[config.mk]
export PLATFORM = sky130hd
export DESIGN_NAME = rotated_area_blit_address
export DESIGN_NICKNAME = d
export VERILOG_FILES = /design/src/rtl/core/rab_pkg.sv /design/src/rtl/core/rotated_area_blit_address.sv
export SDC_FILE = /design/constraint.sdc
export NUM_CORES = 1
export LEC_CHECK = 0
export BUFFER_PORTS_ARGS = -buffer_cell sky130_fd_sc_hd__buf_2
export CAP_MARGIN = 5
export CORE_ASPECT_RATIO = 1.2
export CORE_MARGIN = 2
export CORE_UTILIZATION = 40
export CTS_CLUSTER_DIAMETER = 60
export DETAILED_ROUTE_END_ITERATION = 10
export PLACE_DENSITY = 0.72
export REMOVE_ABC_BUFFERS = 1
export SYNTH_ARGS = -nofsm -noshare
export SYNTH_HDL_FRONTEND = slang
export SYNTH_SLANG_ARGS = --single-unit
[constraint.sdc]
create_clock -name clk -period 4 [get_ports clk]
set_input_delay 0 -clock clk [delete_from_list [all_inputs] [get_ports clk]]
set_output_delay 0 -clock clk [all_outputs]
set_load 0.02 [all_outputs]
[src/rtl/core/rab_pkg.sv]
// Shared types and constants for the rotated area blit address engine.
package rab_pkg;

  localparam int COORD_W = 16;
  localparam int PIX_W   = 32;
  localparam int IDX_W   = 20;

  localparam int S_DATA_W = 4 * COORD_W + PIX_W;
  localparam int M_DATA_W = ((IDX_W + PIX_W + 7) / 8) * 8;
  localparam int M_USER_W = 2;

  localparam int DEF_LOGICAL_WIDTH  = 1280;
  localparam int DEF_LOGICAL_HEIGHT = 720;
  localparam int DEF_FB_STRIDE      = 720;

  typedef enum logic {
    OP_AREA  = 1'b0,
    OP_PIXEL = 1'b1
  } opcode_t;

  typedef struct packed {
    logic area_rejected;
    logic write_valid;
  } out_flags_t;

endpackage

[src/rtl/core/rotated_area_blit_address.sv]
// Rotating blit address engine: clamps a dirty area and maps its pixels to framebuffer indices.
//
// Input words (s_axis): tuser is the opcode. An area word clamps its corners to the
// logical screen; an empty area gives one output word with tlast and the rejected
// flag set, otherwise the row and column counters are armed and nothing is sent.
// A pixel word while armed gives one output word holding the pixel and its index
// (LOGICAL_WIDTH-1-x)*FB_STRIDE + y, scanned row-major over the area; the last
// pixel carries tlast and disarms. Pixels while disarmed are dropped.
// The output word is registered: it is valid in the cycle after input accept. One word is
// taken each cycle while the output is not stalled; the constant-stride multiply and the
// counter update share that cycle, between the counter registers and the output register.
// When the receiver stalls, the output register holds its word and s_axis_tready
// drops only while that word is still unread; a word can be taken in the cycle
// the held word leaves.
// Reset disarms the engine and empties the output register.
module rotated_area_blit_address
  import rab_pkg::*;
#(
  parameter int LOGICAL_WIDTH  = DEF_LOGICAL_WIDTH,
  parameter int LOGICAL_HEIGHT = DEF_LOGICAL_HEIGHT,
  parameter int FB_STRIDE      = DEF_FB_STRIDE
) (
  input  logic                clk,
  input  logic                rst,
  input  logic                s_axis_tvalid,
  output logic                s_axis_tready,
  // area_left, area_top, area_right, area_bottom, pixel_in
  input  logic [S_DATA_W-1:0] s_axis_tdata,
  // opcode
  input  logic                s_axis_tuser,
  output logic                m_axis_tvalid,
  input  logic                m_axis_tready,
  // write_index, pixel_out, zero fill
  output logic [M_DATA_W-1:0] m_axis_tdata,
  // write_valid, area_rejected
  output logic [M_USER_W-1:0] m_axis_tuser,
  // area_done
  output logic                m_axis_tlast
);

  localparam int COL_W = $clog2(LOGICAL_WIDTH);
  localparam int ROW_W = $clog2(LOGICAL_HEIGHT);
  localparam int STR_W = $clog2(FB_STRIDE + 1);
  localparam int PROD_W = COL_W + STR_W + 1;
  localparam int SUM_W = (PROD_W > IDX_W) ? PROD_W : IDX_W;
  localparam logic signed [COORD_W-1:0] X_MAX = COORD_W'(LOGICAL_WIDTH - 1);
  localparam logic signed [COORD_W-1:0] Y_MAX = COORD_W'(LOGICAL_HEIGHT - 1);

  logic             armed;
  logic [COL_W-1:0] col_now;
  logic [ROW_W-1:0] row_now;
  logic [COL_W-1:0] col_first;
  logic [COL_W-1:0] col_last;
  logic [ROW_W-1:0] row_last;

  logic                out_valid;
  logic [M_DATA_W-1:0] out_data;
  out_flags_t          out_flags;
  logic                out_last;

  logic in_accept;
  opcode_t op;
  logic signed [COORD_W-1:0] area_left, area_top, area_right, area_bottom;
  logic signed [COORD_W-1:0] l_clamp, t_clamp, r_clamp, b_clamp;
  logic [PIX_W-1:0] pixel_in;
  logic             reject;
  logic             col_end, row_end;
  logic [COL_W-1:0] flipped;
  logic [SUM_W-1:0] idx_full;
  logic [IDX_W-1:0] write_index;

  logic                out_valid_next;
  logic [M_DATA_W-1:0] out_data_next;
  out_flags_t          out_flags_next;
  logic                out_last_next;

  assign s_axis_tready = !out_valid || m_axis_tready;
  assign in_accept     = s_axis_tvalid && s_axis_tready;

  assign op          = opcode_t'(s_axis_tuser);
  assign area_left   = s_axis_tdata[0*COORD_W +: COORD_W];
  assign area_top    = s_axis_tdata[1*COORD_W +: COORD_W];
  assign area_right  = s_axis_tdata[2*COORD_W +: COORD_W];
  assign area_bottom = s_axis_tdata[3*COORD_W +: COORD_W];
  assign pixel_in    = s_axis_tdata[4*COORD_W +: PIX_W];

  always_comb begin
    l_clamp = area_left;
    t_clamp = area_top;
    r_clamp = area_right;
    b_clamp = area_bottom;
    if (area_left[COORD_W-1]) l_clamp = '0;
    if (area_top[COORD_W-1])  t_clamp = '0;
    if (area_right > X_MAX)   r_clamp = X_MAX;
    if (area_bottom > Y_MAX)  b_clamp = Y_MAX;
  end

  assign reject = (l_clamp > r_clamp) || (t_clamp > b_clamp);

  assign col_end = (col_now == col_last);
  assign row_end = (row_now == row_last);

  assign flipped     = COL_W'(LOGICAL_WIDTH - 1) - col_now;
  assign idx_full    = SUM_W'(flipped) * SUM_W'(FB_STRIDE) + SUM_W'(row_now);
  assign write_index = idx_full[IDX_W-1:0];

  always_comb begin
    out_valid_next = 1'b0;
    out_data_next  = '0;
    out_flags_next = '0;
    out_last_next  = 1'b0;
    if (op == OP_AREA) begin
      if (reject) begin
        out_valid_next               = 1'b1;
        out_last_next                = 1'b1;
        out_flags_next.area_rejected = 1'b1;
      end
    end else if (armed) begin
      out_valid_next             = 1'b1;
      out_flags_next.write_valid = 1'b1;
      out_last_next              = col_end && row_end;
      out_data_next              = M_DATA_W'({pixel_in, write_index});
    end
  end

  always_ff @(posedge clk) begin
    if (rst) begin
      armed     <= 1'b0;
      col_now   <= '0;
      row_now   <= '0;
      col_first <= '0;
      col_last  <= '0;
      row_last  <= '0;
    end else if (in_accept) begin
      if (op == OP_AREA) begin
        armed <= !reject;
        if (!reject) begin
          col_first <= l_clamp[COL_W-1:0];
          col_now   <= l_clamp[COL_W-1:0];
          col_last  <= r_clamp[COL_W-1:0];
          row_now   <= t_clamp[ROW_W-1:0];
          row_last  <= b_clamp[ROW_W-1:0];
        end
      end else if (armed) begin
        if (col_end) begin
          col_now <= col_first;
          if (row_end) begin
            armed <= 1'b0;
          end else begin
            row_now <= row_now + ROW_W'(1);
          end
        end else begin
          col_now <= col_now + COL_W'(1);
        end
      end
    end
  end

  always_ff @(posedge clk) begin
    if (rst) begin
      out_valid <= 1'b0;
    end else if (s_axis_tready) begin
      out_valid <= in_accept && out_valid_next;
    end
  end

  always_ff @(posedge clk) begin
    if (in_accept) begin
      out_data  <= out_data_next;
      out_flags <= out_flags_next;
      out_last  <= out_last_next;
    end
  end

  assign m_axis_tvalid = out_valid;
  assign m_axis_tdata  = out_data;
  assign m_axis_tuser  = out_flags;
  assign m_axis_tlast  = out_last;

  a_reject_form: assert property (@(posedge clk) disable iff (rst)
    m_axis_tvalid && m_axis_tuser[1] |-> m_axis_tlast && !m_axis_tuser[0])
    else $error("rejected area word must be done and carry no write");

  a_counters_in_area: assert property (@(posedge clk) disable iff (rst)
    armed |-> col_now >= col_first && col_now <= col_last && row_now <= row_last)
    else $error("armed counters outside the clamped area");

  a_drop_idle_pixel: assert property (@(posedge clk) disable iff (rst)
    in_accept && op == OP_PIXEL && !armed |=> !m_axis_tvalid)
    else $error("pixel while disarmed produced a word");

  a_last_disarms: assert property (@(posedge clk) disable iff (rst)
    in_accept && op == OP_PIXEL && armed && col_end && row_end |=> !armed && m_axis_tlast)
    else $error("last pixel did not disarm and mark done");

endmodule
# After elaboration in Yosys (flattened, before gate mapping)
# Index checks and enable logic that the tools add are counted.
[op_classes]
n_div = 0
n_shift = 0
add_sub_neg = 4
n_reduce_logical = 11
multipliers = 1
bitwise = 2
magnitude_cmp = 4
muxes = 22
n_eq_ne = 6
[op_table]
columns = ["op", "n"]
rows = [
  ["$mux 10", 5],
  ["$mux 11", 4],
  ["$gt 16x16->1", 2],
  ["$mux 16", 2],
  ["$mux 15", 2],
  ["$add 20x10->20", 1],
  ["$gt 16x11->1 const B", 1],
  ["$gt 16x12->1 const B", 1],
  ["$mul 11x6->16 const B", 1],
  ["$add 11x1->11 const B", 1],
  ["$eq 11x11->1", 1],
  ["$sub 11x11->11 const A", 1],
  ["$add 10x1->10 const B", 1],
  ["$eq 10x10->1", 1],
  ["$mux 1", 9],
  ["$reduce_and 3->1", 2],
  ["$reduce_and 5->1", 1],
  ["$ne 2x1->1 const B", 2],
  ["$ne 2x2->1 const B", 2],
  ["$logic_and 1x1->1", 3],
  ["$logic_not 1->1", 2],
  ["$logic_or 1x1->1", 2],
  ["$not 1->1", 2],
  ["$reduce_and 2->1", 1],
]
[totals]
inputBits = 101
ram_bits = 0
output_inout_bits = 61
memories = 0
wordCells = 62
ff_bits = 114
rom_bits = 0
latchBits = 0

# Logic depth before layout (Yosys ltp)
[depth]
depth_word = 7
ltp_mapped = 17
depth_no_buf = 17

# Worst setup path after synthesis
# No wires, ideal clock.
[synth_path]
path_kind = "reg-to-reg"
startpoint = "register col_now[8]"
endpoint = "register out_data[19], in the netlist m_axis_tdata[19] (data pin)"
path_stages_with_launch = 17
path_slack_ns = -0.418
path_buffers = 0
setup_time_ns = 0.266
synth_period_minus_slack_ns = 4.418
t_arrival_ns = 4.152
required_time_ns = 3.734
path_cell_list = "dfxtp_1 inv_1 ha_1 ha_1 inv_1 fa_1 inv_1 fa_1 ha_1 and3_2 a221oi_1 o21bai_1 a211oi_1 nor3_2 and4_1 xnor3_1 nor2_1"
[synth_via]
elab_chain_cells = 3
[synth_lines]
columns = ["item", "line", "rtl"]
rows = [
  ["start: declaration", "rotated_area_blit_address.sv:50", "logic [COL_W-1:0] col_now;"],
  ["start signal: assignment", "rotated_area_blit_address.sv:139", "col_now <= l_clamp[COL_W-1:0];"],
  ["start signal: assignment", "rotated_area_blit_address.sv:146", "col_now <= col_first;"],
  ["start signal: assignment", "rotated_area_blit_address.sv:153", "col_now <= col_now + COL_W'(1);"],
  ["$sub 11x11->11", "rotated_area_blit_address.sv:103", "assign flipped = COL_W'(LOGICAL_WIDTH - 1) - col_now;"],
  ["$mul 11x6->16", "rotated_area_blit_address.sv:104", "assign idx_full = SUM_W'(flipped) * SUM_W'(FB_STRIDE) + SUM_W'(row_now);"],
  ["$add 20x10->20", "rotated_area_blit_address.sv:104", ""],
  ["end signal: assignment", "rotated_area_blit_address.sv:169", "out_data <= out_data_next;"],
  ["end: declaration", "rotated_area_blit_address.sv:57", "logic [M_DATA_W-1:0] out_data;"],
]
# Every way passes these cells.
# A chain may end at the register's enable or synchronous reset.

# Final worst setup path
# Ends and elaborated chain as after synthesis.

==> key figures <==
Detailed routing
  • Routed Antenna Nets: 0
  • DRC viols: 0
  • Vias: 6,437
  • Metal3 WL: 626 µm
  • Top sig layer: met4
  • Detailed Route Iter0 Violations: around 340
  • Met2 routed WL: slightly above 9000 µm
  • Pre-antenna DRT Iters: 4
  • Met1 WL: 7940 µm
  • Wire length per cell: 14.0 µm
  • Vias per inst: between 4 and 5
  • Routed WL: 18,300 µm

Floorplan
  • Io pins: between 150 and 200
  • Core Area: about 19,000 µm²
  • Die Ht: 155 µm
  • Row count: 55
  • DIE AREA: ~20,000 µm²
  • Initial Util: between 40% and 50%
  • Chip Width: approximately 130 µm

Critical path
  • Setup crit start kind: flop
  • Worst Setup End Kind: flop
  • Worst path top cell family by delay: adder cells
  • Max incr delay on CP: around 0.47 ns
  • Slowest cell on the critical path: fa_1
  • Max Fanout on Critical Path: 4
  • WP data required: slightly above 4 ns
  • Worst path cell trace: inv_2 -> ha_4 -> xor2_2 -> ha_1 -> inv_2 -> fa_1 -> fa_1 -> inv_1 -> ha_4 -> and2_4 -> a31o_4 -> o41a_1 -> o21ai_1 -> or2b_4 -> xnor3_1 -> nor2_1
  • Crit path kind: flop to flop
  • WP buf/inv: 3
  • Critical Path AT: roughly 4.1 ns

Logic synthesis
  • Cells after synthesis: 803
  • FF+latch count, synth: 110
  • Synth cell types: 67
  • Mux share of post-synthesis cell area: ~4.3%
  • Complex-gate fraction of the synthesized area: between 10% and 20%
  • Netlist Area Pre-Place: about 7600 µm²
  • Largest family of logic cells by synthesized area: simple AND/OR/NAND/NOR gates
  • Post-synthesis adder-cell area fraction: ~16%
  • Syn Area/Cell: ~9.4 µm²
  • Yosys warning count: 0
  • Sequential area share after synthesis: a little over a third
  • Post-synthesis simple-gate area fraction: roughly a fifth
  • Synth async-reset ratio: 0%
  • Xor and xnor area share after synthesis: under 10%
  • Synth Flop Type: edfxtp_1
  • Number of synthesized flops with an enable pin: 55

Timing
  • Fmax: 248 MHz
  • Layout Skew: ~0.011 ns
  • Fin. max-slew vios: 0
  • Unrepaired setup endpoints after global routing: true
  • Setup violators final: 2
  • Setup tns final: -0.0316 ns
  • Worst setup margin: -0.0257 ns
  • Max_slew headroom: 23.6%
  • Worst slew pin tran: ~1.1 ns
  • Fin crit share: 101%
  • Post-route minimum period: a little over 4 ns
  • Hold Fails Final Rpt: 0

Status
  • Status: complete, but fails checks
  • Failing checks: negative setup slack

Placed design
  • Detailed placement HPWL: roughly 13,000 µm
  • Post-place setup slack: -0.279 ns
  • Placed Instance Area: 8990 µm²
  • # placed instances: roughly 1,200
  • Placer Congestion: approximately 0.85
  • Port Buffers: between 150 and 200

Pwr
  • PD cells: between 400 and 500 nW/µm²
  • Static Leakage: approximately 0.0044 µW
  • Peak supply drop: slightly above 300 µV

GRT
  • First-pass GRT wire length: approximately 30,000 µm
  • Total gr overflow: 0
  • Largest net degree at the start of global routing: 70
  • Vias in the first global route: about 6,300
  • Antenna violations before repair: 0
  • Gr usage total: between 10% and 20%

Worst hold path
  • Worst min-delay path class: primary input to flop

Layout
  • Diodes inserted: 0
  • Multi-input logic area: between 4000 and 5000 µm²
  • Fillers: approximately 1,800
  • Share of cells above drive strength 1: 30.7%
  • Most common cell after layout, fill and taps aside: buf_2
  • Synth-to-layout area growth: 32.4%
  • Final design area excluding fillers: roughly 10,000 µm²
  • Commonest cells after routing, fill and taps aside: buf_2 (157), nor2_1 (90), buf_4 (68)
  • Register Area: between 2000 and 3000 µm²
  • Non-filler cells, final: roughly 1,300
  • Layout Utilization: 53.5%
  • Layout Nets: approximately 1,200

Clock tree
  • Maximum buffer depth of the clock tree: 2
  • Clock transition at path regs: roughly 0.080 ns
  • Clock root buffer: clkbuf_16
  • Clock sinks: 110
  • CTS H-tree depth: 3
  • CTS tree: built
  • Clock latency on the worst-skew pair: about 0.35 ns
  • Inserted Clock Buffers: 9

Flow run
  • Max Cap Viol: 0
==> cell type report <==
type / instances / area share [%]
clock inverter: 7 / 1.05
tap: 256 / 3.20
sequential: 110 / 27.5
multi-input combinational: 593 / 46.7
timing repair buffer: 264 / 16.9
inverter: 63 / 2.36
clock buffer: 9 / 2.25
==> metrics by stage <==
| stage | hold WS (ns) | power, µW |
|---|---|---|
| floorplan | 0.0691 | 2650 |
| global placement | 0.314 | 3400 |
| detailed placement | 0.320 | 3450 |
| CTS | 0.00153 | 4680 |
| global route | 0.0185 | 5310 |
| finish | 0.00454 | 4970 |
==> path summary, 6_finish.rpt <==
| path | to | cells past startpoint | start | slack, ns |
|---|---|---|---|---|
| setup / recovery | m_axis_tdata[19] | 16 | col_now[8] | -0.03 |
| hold / removal | col_last[3] | 3 | s_axis_tdata[35] | 0.005 |
| setup reg to reg | m_axis_tdata[19] | 16 | col_now[8] | -0.03 |
| hold reg to reg | col_first[2] | 2 | col_first[2] | 0.50 |
==> routing by layer <==
| metal | vias up | GRT usage, % |
|---|---|---|
| met3 | 28 | 2.14 |
| met1 | 2974 | 22.3 |
| met2 | 152 | 32.3 |
| met5 | - | 0 |
| li1 | 3283 | - |
| met4 | 0 | 5.84 |
==> flip-flops by register name, indices dropped and copies added, names as in the netlist <==
name / count
m_axis_tdata: 52
col_first: 11
col_last: 11
col_now: 11
row_last: 10
row_now: 10
m_axis_tuser: 2
armed: 1
m_axis_tlast: 1
m_axis_tvalid: 1
==> cell usage after synthesis (2+ instances only) <==
library cell / n / area (µm²)
or4_1: 2 / 15.0
nand3_1: 13 / 65.1
a2bb2oi_1: 2 / 17.5
and3_1: 38 / 238
o211ai_1: 3 / 22.5
nor4_1: 7 / 43.8
xnor2_1: 39 / 342
nor3b_1: 3 / 22.5
edfxtp_1: 55 / 1650
dfxtp_1: 55 / 1100
nor2_1: 90 / 338
buf_2: 6 / 30.0
clkbuf_1: 26 / 97.6
ha_1: 69 / 863
nor3_1: 7 / 35.0
o221ai_1: 5 / 43.8
a31o_2: 2 / 17.5
nand4_1: 12 / 75.1
mux2_2: 7 / 78.8
a211oi_1: 29 / 218
nand2_1: 41 / 154
or3_1: 4 / 25.0
a31oi_1: 2 / 12.5
nor2b_1: 36 / 225
xor2_1: 10 / 87.6
fa_1: 17 / 340
and2_1: 2 / 12.5
a221oi_1: 2 / 17.5
buf_1: 2 / 7.51
o21ai_0: 30 / 150
or2_2: 6 / 37.5
buf_4: 6 / 45.0
mux2i_1: 25 / 250
o21a_1: 2 / 15.0
a21o_1: 11 / 82.6
nor3_2: 2 / 20.0
a21oi_1: 28 / 140
nand2b_1: 16 / 100
inv_1: 63 / 236
==> worst register-to-register path: cells and delay by family, from the launching register on <==
| kind | cells | cell delay, ns |
|---|---|---|
| buffers and inverters | 3 | 0.20 |
| adder cells (fa/ha/maj) | 5 | 1.57 |
| flip-flops | 1 | 0.34 |
| AND/OR/NAND/NOR | 3 | 0.44 |
| XOR/XNOR | 2 | 0.49 |
| AO/OA/AOI/OAI | 3 | 0.72 |
==> power breakdown <==
group          switching, µW  total (µW)  internal, µW  leakage (µW)
logic                   1260        2730          1460       0.00324
clock network            475         990           515      0.000161
registers               21.1        1260          1230       0.00101
==> kinds of logic after synthesis <==
logic type	count (synthesis)
AO/OA/AOI/OAI	133
flip-flops	110
buffers and inverters	103
other	1
multiplexers	32
XOR/XNOR	50
adder cells (fa/ha/maj)	86
AND/OR/NAND/NOR	288
==> timing repair <==
item,CTS,global route
setup endpoints to repair,5,6
buffers inserted,5,3
resized for setup,20,41
hold endpoints to repair,34,0
hold buffers,34,0
pin swaps,12,19
Note: power is estimated with default switching activity, not from simulation.
